## src/rtl/kas_pkg.sv

```systemverilog
// shared widths, register codes and pipeline sideband types of the steering core
`default_nettype none
package kas_pkg;

   localparam int XY_W      = 32;
   localparam int CFG_W     = 31;
   localparam int REQ_W     = 6 * XY_W;
   localparam int RSP_W     = 2 * XY_W;
   localparam int CSR_IDX_W = 3;
   localparam int ROOT_W    = 32;
   localparam int RAD_W     = 63;
   localparam int PROD_W    = 2 * CFG_W;

   // register indexes
   localparam logic [CSR_IDX_W-1:0] CSR_MODE           = 3'd0;
   localparam logic [CSR_IDX_W-1:0] CSR_MAX_SPEED      = 3'd1;
   localparam logic [CSR_IDX_W-1:0] CSR_TIME_TO_TARGET = 3'd2;
   localparam logic [CSR_IDX_W-1:0] CSR_TARGET_RADIUS  = 3'd3;
   localparam logic [CSR_IDX_W-1:0] CSR_SLOW_RADIUS    = 3'd4;

   // mode codes, the upper code also selects arrive
   localparam logic [1:0] MODE_SEEK   = 2'd0;
   localparam logic [1:0] MODE_FLEE   = 2'd1;
   localparam logic [1:0] MODE_ARRIVE = 2'd2;

   // sideband through the first square root
   typedef struct packed {
      logic              arrive;
      logic              flip;
      logic              sgn_x;
      logic              sgn_y;
      logic              in_tgt;
      logic              slow;
      logic              nz;
      logic [XY_W-1:0]   vel_x;
      logic [XY_W-1:0]   vel_y;
      logic [PROD_W-1:0] num_x;
      logic [PROD_W-1:0] num_y;
   } sq1_side_type;

   // sideband through the first divider, x lane
   typedef struct packed {
      logic            arrive;
      logic            flip;
      logic            sgn_x;
      logic            in_tgt;
      logic            nz;
      logic [XY_W-1:0] vel_x;
   } d1x_side_type;

   // sideband through the first divider, y lane
   typedef struct packed {
      logic            sgn_y;
      logic [XY_W-1:0] vel_y;
   } d1y_side_type;

   // sideband for an item whose answer is already settled
   typedef struct packed {
      logic            done;
      logic            in_tgt;
      logic            esx;
      logic [XY_W-1:0] res_x;
      logic [XY_W-1:0] res_y;
   } fin_side_type;

   // sideband through the second square root
   typedef struct packed {
      fin_side_type      fin;
      logic              esy;
      logic              clip;
      logic [CFG_W-1:0]  bx;
      logic [CFG_W-1:0]  by;
      logic [PROD_W-1:0] num_x;
      logic [PROD_W-1:0] num_y;
   } sq2_side_type;

   // sideband through the last divider, x lane
   typedef struct packed {
      fin_side_type     fin;
      logic             clip;
      logic             lnz;
      logic [CFG_W-1:0] bx;
   } d3x_side_type;

   // sideband through the last divider, y lane
   typedef struct packed {
      logic             esy;
      logic [CFG_W-1:0] by;
   } d3y_side_type;

endpackage
`default_nettype wire

```

## src/rtl/kas_isqrt.sv

```systemverilog
// pipelined integer square root, one result bit per stage
`default_nettype none
module kas_isqrt #(
   parameter int SIDE_W = 1
) (
   input  logic                       clock,
   input  logic                       reset,
   input  logic                       ce,
   input  logic                       in_valid,
   input  logic [kas_pkg::RAD_W-1:0]  in_rad,
   input  logic [SIDE_W-1:0]          in_side,
   output logic                       out_valid,
   output logic [kas_pkg::ROOT_W-1:0] out_root,
   output logic [SIDE_W-1:0]          out_side
);
   import kas_pkg::*;

   localparam int REM_W = ROOT_W + 3;
   localparam int SR_W  = 2 * ROOT_W;

   logic              valid_ff [ROOT_W];
   logic [REM_W-1:0]  rem_ff   [ROOT_W];
   logic [ROOT_W-1:0] root_ff  [ROOT_W];
   logic [SR_W-1:0]   rad_ff   [ROOT_W];
   logic [SIDE_W-1:0] side_ff  [ROOT_W];

   for (genvar i = 0; i < ROOT_W; i++) begin : g_step
      logic              valid_prev;
      logic [REM_W-1:0]  rem_prev;
      logic [ROOT_W-1:0] root_prev;
      logic [SR_W-1:0]   rad_prev;
      logic [SIDE_W-1:0] side_prev;
      logic [REM_W-1:0]  trial;
      logic [REM_W-1:0]  subtr;
      logic [REM_W-1:0]  rem_in;
      logic [ROOT_W-1:0] root_in;

      if (i == 0) begin : g_first
         assign valid_prev = in_valid;
         assign rem_prev   = '0;
         assign root_prev  = '0;
         assign rad_prev   = SR_W'(in_rad);
         assign side_prev  = in_side;
      end else begin : g_next
         assign valid_prev = valid_ff[i-1];
         assign rem_prev   = rem_ff[i-1];
         assign root_prev  = root_ff[i-1];
         assign rad_prev   = rad_ff[i-1];
         assign side_prev  = side_ff[i-1];
      end

      // bring down two radicand bits and try the next root bit
      always_comb begin
         trial = {rem_prev[REM_W-3:0], rad_prev[SR_W-1 -: 2]};
         subtr = {1'b0, root_prev, 2'b01};
         if (trial >= subtr) begin
            rem_in  = trial - subtr;
            root_in = {root_prev[ROOT_W-2:0], 1'b1};
         end else begin
            rem_in  = trial;
            root_in = {root_prev[ROOT_W-2:0], 1'b0};
         end
      end

      always_ff @(posedge clock) begin
         if (reset) begin
            valid_ff[i] <= 1'b0;
         end else if (ce) begin
            valid_ff[i] <= valid_prev;
         end
      end

      always_ff @(posedge clock) begin
         if (ce) begin
            rem_ff[i]  <= rem_in;
            root_ff[i] <= root_in;
            rad_ff[i]  <= {rad_prev[SR_W-3:0], 2'b00};
            side_ff[i] <= side_prev;
         end
      end
   end

   assign out_valid = valid_ff[ROOT_W-1];
   assign out_root  = root_ff[ROOT_W-1];
   assign out_side  = side_ff[ROOT_W-1];

endmodule
`default_nettype wire

```

## config.mk

```make
export PLATFORM = sky130hd
export DESIGN_NAME = kas_isqrt
export DESIGN_NICKNAME = d
export VERILOG_FILES = /design/src/rtl/kas_pkg.sv /design/src/rtl/kas_isqrt.sv
export SDC_FILE = /design/constraint.sdc
export NUM_CORES = 2
export LEC_CHECK = 0
export ABC_AREA = 0
export BUFFER_PORTS_ARGS = -buffer_cell sky130_fd_sc_hd__buf_2
export CAP_MARGIN = 25
export CORE_ASPECT_RATIO = 0.75
export CORE_MARGIN = 4
export CORE_UTILIZATION = 25
export CTS_CLUSTER_DIAMETER = 50
export CTS_CLUSTER_SIZE = 40
export DETAILED_ROUTE_END_ITERATION = 8
export GPL_ROUTABILITY_DRIVEN = 0
export GPL_TIMING_DRIVEN = 0
export RECOVER_POWER = 25
export SETUP_SLACK_MARGIN = 0.05
export SLEW_MARGIN = 10
export SYNTH_ARGS = -nofsm -noshare
export SYNTH_HDL_FRONTEND = slang
export SYNTH_MEMORY_MAX_BITS = 65536
export SYNTH_SLANG_ARGS = --single-unit
```

## constraint.sdc

```tcl
create_clock -name clock -period 5.9 [get_ports clock]
set_clock_uncertainty 0.1 [all_clocks]
set_input_delay 0.295 -clock clock [delete_from_list [all_inputs] [get_ports clock]]
set_output_delay 0.295 -clock clock [all_outputs]
set_load 0.01 [all_outputs]
```

== Word-level counts from Yosys, hierarchy flattened ==
Memories as Yosys holds them, arrays and structs flattened.
Index checks and enable logic that the tools add are counted.

* Bits in read-only memories: 0
* Register bits after elaboration: 0
* Input bits: 68
* Memory bits (writable): 4192
* Latch bits: 0
* Logic and storage cells: 203
* Output and inout port bits: 34
* Memories: 5

* Divide/modulo/power cells: 0
* Mux-type cells: 102
* Reductions and logical operators: 0
* Shifts and indexed selects: 0
* Bitwise logic cells: 32
* Multipliers: 0
* Add/sub/neg operators: 32
* Order comparisons: 32
* Eq/ne operators: 0

{| class="wikitable"
|+ Memories
! name !! words !! bits a word !! read ports !! clocked after memory_dff !! wr ports !! line !! RTL
|-
| rad_ff || 32 || 62 || 31 || 0 || 32 || kas_isqrt.sv:24 || <nowiki>logic [SR_W-1:0] rad_ff [ROOT_W];</nowiki>
|-
| rem_ff || 32 || 35 || 31 || 0 || 32 || kas_isqrt.sv:22 || <nowiki>logic [REM_W-1:0] rem_ff [ROOT_W];</nowiki>
|-
| root_ff || 32 || 32 || 32 || 0 || 32 || kas_isqrt.sv:23 || <nowiki>logic [ROOT_W-1:0] root_ff [ROOT_W];</nowiki>
|-
| side_ff || 32 || 1 || 32 || 0 || 32 || kas_isqrt.sv:25 || <nowiki>logic [SIDE_W-1:0] side_ff [ROOT_W];</nowiki>
|-
| valid_ff || 32 || 1 || 32 || 0 || 32 || kas_isqrt.sv:21 || <nowiki>logic valid_ff [ROOT_W];</nowiki>
|}

{| class="wikitable"
|+ Operators by type and width
! cell !! count
|-
| two-way mux 35 bit || 32
|-
| greater-or-equal comparator 35 x 34 -> 1 bit || 31
|-
| subtractor 35 x 34 -> 35 bit || 31
|-
| two-way mux 1 bit || 70
|-
| bitwise OR 1 bit || 32
|-
| subtractor 1 x 1 -> 2 bit, second input constant || 1
|-
| greater-or-equal comparator 1 bit, second input constant || 1
|}

== Logic depth before layout (Yosys ltp) ==
* Depth after elaboration: 4
* Gate-level depth with buffers: 16
* Depth with buffers taken out: 14

== Worst setup path before layout ==
No wires, ideal clock.

* Kind: register -> register
* Start: memory rem_ff[1][140] (netlist bit)
* End: memory rem_ff[1][207] (netlist bit) (data pin)
* Arrival: 3114 ps
* Stages on the path, launching flop included: 12
* Library setup time: 260 ps
* Path slack: 2426 ps
* Period minus slack after synthesis: 3474 ps
* Data required time: 5540 ps
* Buffers on the path: 0
* Cells stage by stage: edfxtp_1 > ha_1 > nor2b_1 > o21ai_0 > a21oi_1 > or4_1 > a31oi_1 > o21ai_1 > a211o_1 > o21ba_2 > nor4b_1 > mux2_2

{| class="wikitable"
|+ RTL lines
! element !! line
|-
| start: declaration || kas_isqrt.sv:22
|}

==> metrics.txt <==
minimum clock period=4932 ps; core area=0.4667 mm2; Setup CP Type=reg -> reg; post-synthesis sequential area ratio=65.34%; Tightest Pin Transition=1079 ps; VDD IR max=0.0002417 V; gr usage total=9.632%; filler cell count=46880; worst skew pair latency=960 ps; RSZ-0062 raised after global routing=false; first-pass GRT wire length=378.5 mm; Yosys top cell by area=edfxtp_1; IO buf count=101; Die Ht=601.3 um; Register Area=0.07666 mm2; cts bufs inserted=299; Synthesized Nets=9639; Core Rows=217; clk root buf=clkbuf_16; I/O Pins=102; area occupied by multi-input gates=0.03736 mm2; Post-Synthesis Cell Area=0.1173 mm2; critical path capture point type=flop; drt pass-1 iters=6; DP Cell Count=15380; TritonCTS clock tree=yes; Worst Path Required=6400 ps; max_cap viols=0; Synth-to-Final Area Change=17.66%; Fin. Hold Viols=0; Final Net Count=10190; largest net degree at the start of global routing=162; Relative slew margins=27.50%; ys flop type=edfxtp_1; Yosys top cell area share=65.34%; CTS Buffer Depth=4; share of cells above drive strength 1=8.059%; initial antenna violation count=4; ys async rst share=0%; top cells by area, synth=edfxtp_1 (65%), ha_1 (6.0%), xnor2_1 (3.0%), xor2_1 (2.9%), o21ai_0 (2.3%); Critical Path Start Type=flop; Routed Antenna Nets=0; Max FO, Critical Path=10; post-synthesis register bit count=2553; Post-Synthesis Cells=9011; number of remaining DRC errors=0; H-Tree Depth=5; Iteration-0 DRC Markers=6120; Starting Density=25.14%; Die W=799.1 um; HP Class=in -> reg; total negative slack=0 ps; fin. max-slew vios=0; Hold WS=92.65 ps; vias in the first global route=67140; fin cells=16060; most common library cells after synthesis=edfxtp_1 (2553), inv_1 (703), nand2_1 (632); gr ovfl total=0; crit path DAT=5440 ps; Leak Pwr=51.11 nW; Tcrit/Tclk final=83.60%; Post-synth EDFFs=2553; clock transition at the registers of the reported paths=70 ps; Synth cell types=88; post-detail-place hpwl=167.7 mm; Routed WL per cell=14.89 um; fin worst setup slack=967.8 ps; Via density=4.382; Final Setup Violations=0; Post-CTS Setup Bufs=0; die footprint=0.4805 mm2; Power Density=389.4 mW/mm2; Warnings, synthesis=0; final wirelength=239.0 mm; TritonCTS Sinks=2553; f_max=202.8 MHz; outcome=complete, no violations; most common cell in the netlist=edfxtp_1; vias=70360; Post-Place Worst Slack=1081 ps; syn avg cell area=13.02 um2
==> final timing paths <==
kind	cells after the start	from	slack, ps	end
worst min register to register	0	rad_ff[0][616]	240	rad_ff[0][680]
worst max-delay path	12	root_ff[1][128]	970	rem_ff[1][179]
worst min-delay path	2	in_rad[12]	90	rad_ff[0][12]
worst max register to register	12	root_ff[1][128]	970	rem_ff[1][179]
==> critical path: stages, from the launching register on <==
cell and delay (ps):
edfxtp_1 530, inv_1 80, ha_1 360, o21a_1 150
o21ai_0 140, a211oi_1 350, nor3_1 110, o21ai_0 320
o21ai_0 250, o21bai_1 860, inv_1 280, clkbuf_1 320
o31ai_1 770
==> cell families after synthesis <==
kind of cell             count (synthesis)  synth area share, %
adder cells (fa/ha/maj)                560                5.971
multiplexers                            66               0.6217
other                                    1             0.003196
AND/OR/NAND/NOR                       2336                9.800
buffers and inverters                  883                2.831
AO/OA/AOI/OAI                         1818                9.511
XOR/XNOR                               794                5.927
flip-flops                            2553                65.34
==> state kept, by name, indices dropped and copies added, names as in the netlist <==
signal / flops
root_ff: 528
rad_ff: 992
side_ff: 32
rem_ff: 969
valid_ff: 32
==> cell usage in the layout (no fill, tap or decap), types with 101 or more instances in the layout <==
master and n:
nor4_1 101, nor3_1 225, dlygate4sd3_1 129, xnor2_1 406, a21oi_1 505, a21o_1 241
edfxtp_1 2553, buf_2 106, nor2_1 554, clkbuf_1 173, clkbuf_16 301, nand2_1 632
ha_1 560, o21ai_0 550, inv_1 703, xor2_1 388, nand2b_1 116, nand3_1 129
==> per-stage QoR <==
| step | utilization [%] | total power, W | instance area [um2] |
|---|---|---|---|
| floorplan | - | 0.03140 | 117300 |
| global placement | 26.92 | 0.03578 | 125700 |
| detailed placement | 27.04 | 0.03449 | 126200 |
| CTS | 29.58 | 0.05450 | 138100 |
| global route | 29.58 | 0.05681 | 138100 |
| finish | 29.58 | 0.05375 | 138100 |
==> where the power goes <==
part	total, W	internal (W)	switching (W)	leakage (nW)
combinational	0.0101	0.00417	0.00591	21.4
clock	0.0194	0.0109	0.00856	5.09
sequential	0.0243	0.0229	0.00137	24.6
total	0.0538	0.0379	0.0158	51.1
==> per-layer routing <==
layer  track usage, %  wire, um  up-vias
met5                0         0        -
met4            2.640      6031        0
met3            1.853     15610      375
met2            13.75     97500     1737
met1            14.69    119900    33740
li1                 -         -    34510
==> area by class of cell <==
cell class	instances	area share [%]
sequential	2553	55.53
multi-input combinational	5575	27.06
tap	6241	5.656
clock buffer	313	5.489
clock inverter	238	2.177
inverter	706	1.920
timing repair buffer	253	1.678
buffer	177	0.4867
antenna	2	0.003625
==> timing repair <==
item / CTS / global route
resized for setup: 0 / 0
hold endpoints to repair: 187 / 0
hold buffers: 129 / 0
endpoints found under the setup margin: 0 / 0
(Power assumes the default switching activity.)
