$ cat config.mk
export PLATFORM = sky130hd
export DESIGN_NAME = kas_div
export DESIGN_NICKNAME = d
export VERILOG_FILES = /design/src/rtl/kas_pkg.sv /design/src/rtl/kas_div.sv
export SDC_FILE = /design/constraint.sdc
export NUM_CORES = 2
export LEC_CHECK = 0
export BUFFER_PORTS_ARGS = -buffer_cell sky130_fd_sc_hd__buf_2
export CORE_MARGIN = 2
export CORE_UTILIZATION = 55
export CTS_CLUSTER_SIZE = 10
export DETAILED_ROUTE_END_ITERATION = 16
export PLACE_DENSITY = 0.71
export SLEW_MARGIN = 20
export SYNTH_ARGS = -nofsm -noshare
export SYNTH_HDL_FRONTEND = slang
export SYNTH_SLANG_ARGS = --single-unit
export TNS_END_PERCENT = 1
$ cat constraint.sdc
create_clock -name clock -period 8.15 [get_ports clock]
set_input_delay 1.63 -clock clock [delete_from_list [all_inputs] [get_ports clock]]
set_output_delay 1.63 -clock clock [all_outputs]
set_load 0.05 [all_outputs]
$ cat src/rtl/kas_pkg.sv
// shared widths, register codes and pipeline sideband types of the steering core
`default_nettype none
package kas_pkg;

   localparam int XY_W      = 32;
   localparam int CFG_W     = 31;
   localparam int REQ_W     = 6 * XY_W;
   localparam int RSP_W     = 2 * XY_W;
   localparam int CSR_IDX_W = 3;
   localparam int ROOT_W    = 32;
   localparam int RAD_W     = 63;
   localparam int PROD_W    = 2 * CFG_W;

   // register indexes
   localparam logic [CSR_IDX_W-1:0] CSR_MODE           = 3'd0;
   localparam logic [CSR_IDX_W-1:0] CSR_MAX_SPEED      = 3'd1;
   localparam logic [CSR_IDX_W-1:0] CSR_TIME_TO_TARGET = 3'd2;
   localparam logic [CSR_IDX_W-1:0] CSR_TARGET_RADIUS  = 3'd3;
   localparam logic [CSR_IDX_W-1:0] CSR_SLOW_RADIUS    = 3'd4;

   // mode codes, the upper code also selects arrive
   localparam logic [1:0] MODE_SEEK   = 2'd0;
   localparam logic [1:0] MODE_FLEE   = 2'd1;
   localparam logic [1:0] MODE_ARRIVE = 2'd2;

   // sideband through the first square root
   typedef struct packed {
      logic              arrive;
      logic              flip;
      logic              sgn_x;
      logic              sgn_y;
      logic              in_tgt;
      logic              slow;
      logic              nz;
      logic [XY_W-1:0]   vel_x;
      logic [XY_W-1:0]   vel_y;
      logic [PROD_W-1:0] num_x;
      logic [PROD_W-1:0] num_y;
   } sq1_side_type;

   // sideband through the first divider, x lane
   typedef struct packed {
      logic            arrive;
      logic            flip;
      logic            sgn_x;
      logic            in_tgt;
      logic            nz;
      logic [XY_W-1:0] vel_x;
   } d1x_side_type;

   // sideband through the first divider, y lane
   typedef struct packed {
      logic            sgn_y;
      logic [XY_W-1:0] vel_y;
   } d1y_side_type;

   // sideband for an item whose answer is already settled
   typedef struct packed {
      logic            done;
      logic            in_tgt;
      logic            esx;
      logic [XY_W-1:0] res_x;
      logic [XY_W-1:0] res_y;
   } fin_side_type;

   // sideband through the second square root
   typedef struct packed {
      fin_side_type      fin;
      logic              esy;
      logic              clip;
      logic [CFG_W-1:0]  bx;
      logic [CFG_W-1:0]  by;
      logic [PROD_W-1:0] num_x;
      logic [PROD_W-1:0] num_y;
   } sq2_side_type;

   // sideband through the last divider, x lane
   typedef struct packed {
      fin_side_type     fin;
      logic             clip;
      logic             lnz;
      logic [CFG_W-1:0] bx;
   } d3x_side_type;

   // sideband through the last divider, y lane
   typedef struct packed {
      logic             esy;
      logic [CFG_W-1:0] by;
   } d3y_side_type;

endpackage
`default_nettype wire

$ cat src/rtl/kas_div.sv
// pipelined restoring divider, one quotient bit per stage
`default_nettype none
module kas_div #(
   parameter int NUM_W  = 62,
   parameter int DEN_W  = 32,
   parameter int QUO_W  = 31,
   parameter int SIDE_W = 1
) (
   input  logic              clock,
   input  logic              reset,
   input  logic              ce,
   input  logic              in_valid,
   input  logic [NUM_W-1:0]  in_num,
   input  logic [DEN_W-1:0]  in_den,
   input  logic [SIDE_W-1:0] in_side,
   output logic              out_valid,
   output logic [QUO_W-1:0]  out_quo,
   output logic [SIDE_W-1:0] out_side
);
   import kas_pkg::*;

   // numerator bits above QUO_W must already be below the divisor
   logic              valid_ff [QUO_W];
   logic [DEN_W-1:0]  rem_ff   [QUO_W];
   logic [QUO_W-1:0]  quo_ff   [QUO_W];
   logic [DEN_W-1:0]  den_ff   [QUO_W];
   logic [SIDE_W-1:0] side_ff  [QUO_W];

   for (genvar i = 0; i < QUO_W; i++) begin : g_step
      logic              valid_prev;
      logic [DEN_W-1:0]  rem_prev;
      logic [QUO_W-1:0]  quo_prev;
      logic [DEN_W-1:0]  den_prev;
      logic [SIDE_W-1:0] side_prev;
      logic [DEN_W:0]    trial;
      logic              ge;
      logic [DEN_W-1:0]  rem_in;

      if (i == 0) begin : g_first
         assign valid_prev = in_valid;
         assign rem_prev   = DEN_W'(in_num >> QUO_W);
         assign quo_prev   = in_num[QUO_W-1:0];
         assign den_prev   = in_den;
         assign side_prev  = in_side;
      end else begin : g_next
         assign valid_prev = valid_ff[i-1];
         assign rem_prev   = rem_ff[i-1];
         assign quo_prev   = quo_ff[i-1];
         assign den_prev   = den_ff[i-1];
         assign side_prev  = side_ff[i-1];
      end

      // shift in the next numerator bit and subtract when it fits
      always_comb begin
         trial  = {rem_prev, quo_prev[QUO_W-1]};
         ge     = trial >= {1'b0, den_prev};
         rem_in = ge ? DEN_W'(trial - {1'b0, den_prev}) : DEN_W'(trial);
      end

      always_ff @(posedge clock) begin
         if (reset) begin
            valid_ff[i] <= 1'b0;
         end else if (ce) begin
            valid_ff[i] <= valid_prev;
         end
      end

      always_ff @(posedge clock) begin
         if (ce) begin
            rem_ff[i]  <= rem_in;
            quo_ff[i]  <= {quo_prev[QUO_W-2:0], ge};
            den_ff[i]  <= den_prev;
            side_ff[i] <= side_prev;
         end
      end
   end

   assign out_valid = valid_ff[QUO_W-1];
   assign out_quo   = quo_ff[QUO_W-1];
   assign out_side  = side_ff[QUO_W-1];

endmodule
`default_nettype wire

=== Word level (Yosys, flattened, before mapping) ===
Memory sizes are Yosys's and may differ from the RTL's.
Index checks and enable logic that the tools add are counted.

* Add/subtract/negate cells: 31
* Multiply operators: 0
* Divide/modulo/power cells: 0
* Order comparisons: 31
* Equality and inequality tests: 0
* Shift-type cells: 0
* Mux-type cells: 68
* Bitwise operators: 31
* Reductions and logical operators: 0

{| class="wikitable"
|+ Operators by type and width
! operator !! count
|-
| 32-bit two-way mux || 31
|-
| 32-bit subtractor || 31
|-
| 33-bit by 32-bit >= comparator with 1-bit output || 30
|-
| 1-bit two-way mux || 37
|-
| 32-bit >= comparator || 1
|-
| 1-bit bitwise OR || 31
|}

* Flip-flop bits (word level): 0
* Bits in latches: 0
* RAM bits: 3007
* ROM bits: 0
* Input bits: 99
* Word-level logic and storage cells: 166
* Memories: 5

{| class="wikitable"
|+ Memories
! name !! words !! width !! rd ports !! clocked after memory_dff !! wr ports !! line !! source
|-
| den_ff || 31 || 32 || 30 || 0 || 31 || kas_div.sv:26 || <nowiki>logic [DEN_W-1:0] den_ff [QUO_W];</nowiki>
|-
| rem_ff || 31 || 32 || 30 || 0 || 31 || kas_div.sv:24 || <nowiki>logic [DEN_W-1:0] rem_ff [QUO_W];</nowiki>
|-
| quo_ff || 31 || 31 || 31 || 0 || 31 || kas_div.sv:25 || <nowiki>logic [QUO_W-1:0] quo_ff [QUO_W];</nowiki>
|-
| side_ff || 31 || 1 || 31 || 0 || 31 || kas_div.sv:27 || <nowiki>logic [SIDE_W-1:0] side_ff [QUO_W];</nowiki>
|-
| valid_ff || 31 || 1 || 31 || 0 || 31 || kas_div.sv:23 || <nowiki>logic valid_ff [QUO_W];</nowiki>
|}

=== Longest topological paths before layout ===
* Depth after elaboration: 4
* Gate-level depth with buffers: 15
* Depth with buffers taken out: 13

=== Worst setup path after synthesis ===
OpenSTA, ideal clock, no wires.

* Kind: input port to flip-flop
* From: input in_den[2]
* To: memory rem_ff[0][24] (data pin)
* Arrival: 4.228 ns
* Required time: 7.890 ns
* Path slack: 3.662 ns
* Stages: 13
* Path through: inv_1 > ha_1 > nor2b_1 > o21a_1 > o21ai_1 > a21oi_1 > a2111oi_0 > o21a_1 > o21ai_1 > a31o_2 > a31oi_2 > buf_2 > mux2_2

{| class="wikitable"
|+ RTL lines
! item !! line !! source
|-
| start: declaration || kas_div.sv:14 || <nowiki>input logic [DEN_W-1:0] in_den,</nowiki>
|-
| end: declaration || kas_div.sv:24 ||
|}

==> flow_summary.rst <==
.. list-table::
   :header-rows: 1

   * - Metric
     - Value
   * - Tightest hold margin
     - a little under 0.4 ns
   * - Cell taking the most area after synthesis
     - sky130_fd_sc_hd__edfxtp_1
   * - Max-Slew Margin vs Limit
     - a little under a fifth
   * - Slew at the pin closest to its max-slew limit
     - 1.21 ns
   * - Initial antenna violation count
     - 13
   * - Synthesized area
     - 154000 µm²
   * - Number of port buffers
     - 131
   * - Final routed DRC violation total
     - 0
   * - Crit path required time
     - slightly below 9 ns
   * - Overall die width
     - ~530 µm
   * - Worst min-delay path startpoint
     - quo_ff[20][7]
   * - Reg-to-reg critical path startpoint
     - den_ff[0][257]
   * - Gr ovfl total
     - 0
   * - Final GP Congestion
     - ~0.9
   * - Inserted Clock Buffers
     - about 350
   * - Worst hold path type
     - reg -> reg
   * - Clock latency reported for the late side of the worst-skew pair
     - roughly 0.94 ns
   * - Min setup slack post-route
     - between 3 and 4 ns
   * - Final-stage net count
     - around 14000
   * - Unrepaired setup endpoints after global routing
     - false
   * - Count of final setup violators
     - 0
   * - Global routing usage summed across all routing layers
     - 25.4%
   * - Static leakage
     - a little under 70 nW
   * - Area contributors post-synth
     - sky130_fd_sc_hd__edfxtp_1 (57%), sky130_fd_sc_hd__ha_1 (8.1%), sky130_fd_sc_hd__mux2_2 (4.3%)
   * - Post-synthesis async set-or-reset flop share
     - 0%
   * - Final design instance area without fill
     - ~170000 µm²
   * - Setup crit start
     - den_ff[0][257]
   * - Worst setup EP type
     - flip-flop
   * - Skew final
     - about 0.078 ns
   * - Total nets after synthesis
     - around 14000
   * - Standard-cell rows
     - approximately 190
   * - Maximum number of pins on one net before global-route repair
     - ~180
   * - H-tree depth
     - 5
   * - Met3 track utilization from global routing
     - 2.87%
   * - Count of flip-flops with a built-in enable after synthesis
     - approximately 3000
   * - Worst-case vdd ir drop
     - just under 0.3 mV
   * - Overall Power
     - roughly 69 mW
   * - Clock edge transition at the registers on the reported setup and hold paths
     - around 0.05 ns
   * - Data arrival time of the critical path
     - 5.33 ns
   * - Minimum clock period after layout
     - 4.70 ns
   * - First-pass GRT wire length
     - 566000 µm
   * - Crit share post-route
     - 57.6%
   * - Cells along the critical path
     - inv_1 > ha_1 > nor2b_1 > o21ai_0 > a21boi_0 > o31ai_1 > a2111oi_0 > o41a_1 > nor2_1 > o41ai_4 > buf_4 > mux2_2
   * - Synthesis warning total
     - 0
   * - Final Non-Filler Cells
     - between 15000 and 20000
   * - Setup slack after placement
     - 2.71 ns
   * - Number of ports placed on the die boundary
     - 132
   * - Peak-usage layer in the global routing report
     - met2
   * - Grt met1 use
     - approximately 33%
   * - Slowest CP cell
     - sky130_fd_sc_hd__o41ai_4
   * - Delay of the slowest cell on the worst path
     - approximately 0.83 ns
   * - Post-synth top area share
     - between 50 and 60%
   * - Total power per unit cell area
     - about 410 nW/µm²
   * - Finished Core Util
     - about three fifths
   * - Maximum count of clock buffers along a single path
     - 4
   * - Post-cts resize count
     - 0
   * - Share of the yosys chip area belonging to registers
     - a little under three fifths
   * - Avg Cell Area, Syn
     - 12.1 µm²
   * - Synthesized instance count
     - 12700
   * - Syn-to-layout area delta
     - 9.55%
   * - Result of the run
     - complete, no violations
   * - Area of the die
     - 285000 µm²
   * - Avg WL per Cell
     - roughly 22 µm
   * - Synth cell count leaders
     - sky130_fd_sc_hd__edfxtp_1 (2943), sky130_fd_sc_hd__inv_1 (1280), sky130_fd_sc_hd__a21oi_1 (1070), sky130_fd_sc_hd__ha_1 (992), sky130_fd_sc_hd__nor2_1 (697)
   * - CTS tree
     - done
   * - CP Launch Type
     - flip-flop
   * - Routed WL
     - 369000 µm
   * - Largest fanout on the critical path
     - between 40 and 50
   * - Post-CTS Repair Setup Buffers
     - 0
   * - #FFs+latches synth
     - around 3000
   * - Vertical die dimension
     - ~530 µm
   * - First drt pass iteration count
     - 6
   * - Sum of negative setup slack
     - 0 ns
   * - Number of vias in the routed layout
     - 98600
   * - Post-detailed-route via-to-cell ratio
     - about 6
   * - Via count of the first global-routing pass
     - between 90000 and 100k
   * - Category of the critical setup timing path
     - reg -> reg
   * - Number of max-capacitance violations reported
     - 0
   * - Top FF cell, synth
     - sky130_fd_sc_hd__edfxtp_1
   * - Starting density of the core
     - between 50 and 60%
   * - Share of post-route cells with drive strength above 1
     - 10.1%
   * - Clock net sink count
     - approximately 2900
   * - Number of distinct library cells after synthesis
     - slightly above 100
   * - Final Max Slew Viols
     - 0
   * - Violation count after the first detailed-route iteration
     - approximately 8000
   * - Grt met2 use
     - ~44%
   * - Final HPWL from detailed placement
     - 276000 µm
   * - Cell area reported after detailed placement
     - ~160000 µm²
   * - Placeable core region
     - between 200000 and 300000 µm²
   * - Root buffer cell
     - sky130_fd_sc_hd__clkbuf_16
   * - Number of nets with antenna violations after detailed routing
     - 0
   * - Post-CTS Hold Fix Bufs
     - 0
   * - Most used standard cell by instance count after synthesis
     - sky130_fd_sc_hd__edfxtp_1
   * - Maximum clock rate
     - approximately 210 MHz
   * - Final-report hold violation count
     - 0
   * - Number of placed instances with taps included
     - between 15000 and 20000
[cell families (layout without fill, tap and decap cells)]
family / after synthesis / count (layout) / share of synthesized area, %
AND/OR/NAND/NOR: 2588 / 2588 / 8.11
AO/OA/AOI/OAI: 3116 / 3116 / 12.8
multiplexers: 635 / 635 / 4.61
buffers and inverters: 1624 / 1954 / 4.07
adder cells (fa/ha/maj): 1022 / 1022 / 8.44
XOR/XNOR: 812 / 812 / 4.61
other: 0 / 6 / 0
flip-flops: 2943 / 2943 / 57.3
[placed cells by master, fill, tap and decap left out, types with 123 or more instances in the layout]
| cell | instances |
|---|---|
| sky130_fd_sc_hd__a21oi_1 | 1069 |
| sky130_fd_sc_hd__nand3_1 | 237 |
| sky130_fd_sc_hd__nand2_1 | 670 |
| sky130_fd_sc_hd__a31oi_1 | 123 |
| sky130_fd_sc_hd__nor3_1 | 148 |
| sky130_fd_sc_hd__nor2_1 | 697 |
| sky130_fd_sc_hd__o21ai_0 | 542 |
| sky130_fd_sc_hd__ha_1 | 992 |
| sky130_fd_sc_hd__o21bai_1 | 134 |
| sky130_fd_sc_hd__a21o_1 | 547 |
| sky130_fd_sc_hd__xnor2_1 | 523 |
| sky130_fd_sc_hd__inv_1 | 1280 |
| sky130_fd_sc_hd__xor2_1 | 289 |
| sky130_fd_sc_hd__mux2_2 | 591 |
| sky130_fd_sc_hd__nor2b_1 | 141 |
| sky130_fd_sc_hd__clkbuf_16 | 351 |
| sky130_fd_sc_hd__buf_2 | 130 |
| sky130_fd_sc_hd__edfxtp_1 | 2943 |
| sky130_fd_sc_hd__nand4_1 | 167 |
[final timing paths]
| check | end | slack, ns | cells past startpoint |
|---|---|---|---|
| setup reg to reg | rem_ff[0][301] | 3.45 | 12 |
| hold reg to reg | quo_ff[21][8] | 0.39 | 0 |
| setup / recovery | rem_ff[0][301] | 3.45 | 12 |
| hold / removal | quo_ff[21][8] | 0.39 | 0 |
[per-layer routing]
layer,part of all wire [%],vias up
met5,0.0054,-
met4,3.0,2
met3,4.6,653
met2,50,2631
met1,42,48100
li1,-,47300
[area by class of cell]
class | count | area [µm²]
Antenna cell | 6 | 15.0
Clock buffer | 407 | 8990
Clock inverter | 67 | 907
Fill cell | 22100 | 110000
Inverter | 1281 | 4810
Multi-Input combinational cell | 8173 | 59700
Sequential cell | 2943 | 88400
Tap cell | 3724 | 4660
Timing Repair Buffer | 199 | 1430
[flip-flops by register name, indices dropped and copies added (netlist names)]
name      count
side_ff      31
rem_ff      960
valid_ff     31
quo_ff      961
den_ff      960
[worst max-delay path, delay by kind of cell (launching register included)]
| kind | cells | cell delay (ns) |
|---|---|---|
| adder cells (fa/ha/maj) | 1 | 0.28 |
| flip-flops | 1 | 0.40 |
| multiplexers | 1 | 0.39 |
| buffers and inverters | 2 | 0.61 |
| AND/OR/NAND/NOR | 2 | 0.21 |
| AO/OA/AOI/OAI | 6 | 2.52 |
[where the power goes]
| group | switching, mW | internal (mW) | leakage [nW] |
|---|---|---|---|
| combinational | 17.5 | 13.5 | 34.3 |
| clock | 5.91 | 8.00 | 4.80 |
| sequential | 2.39 | 21.9 | 28.8 |
No activity file was read; power rests on OpenSTA's default activity.
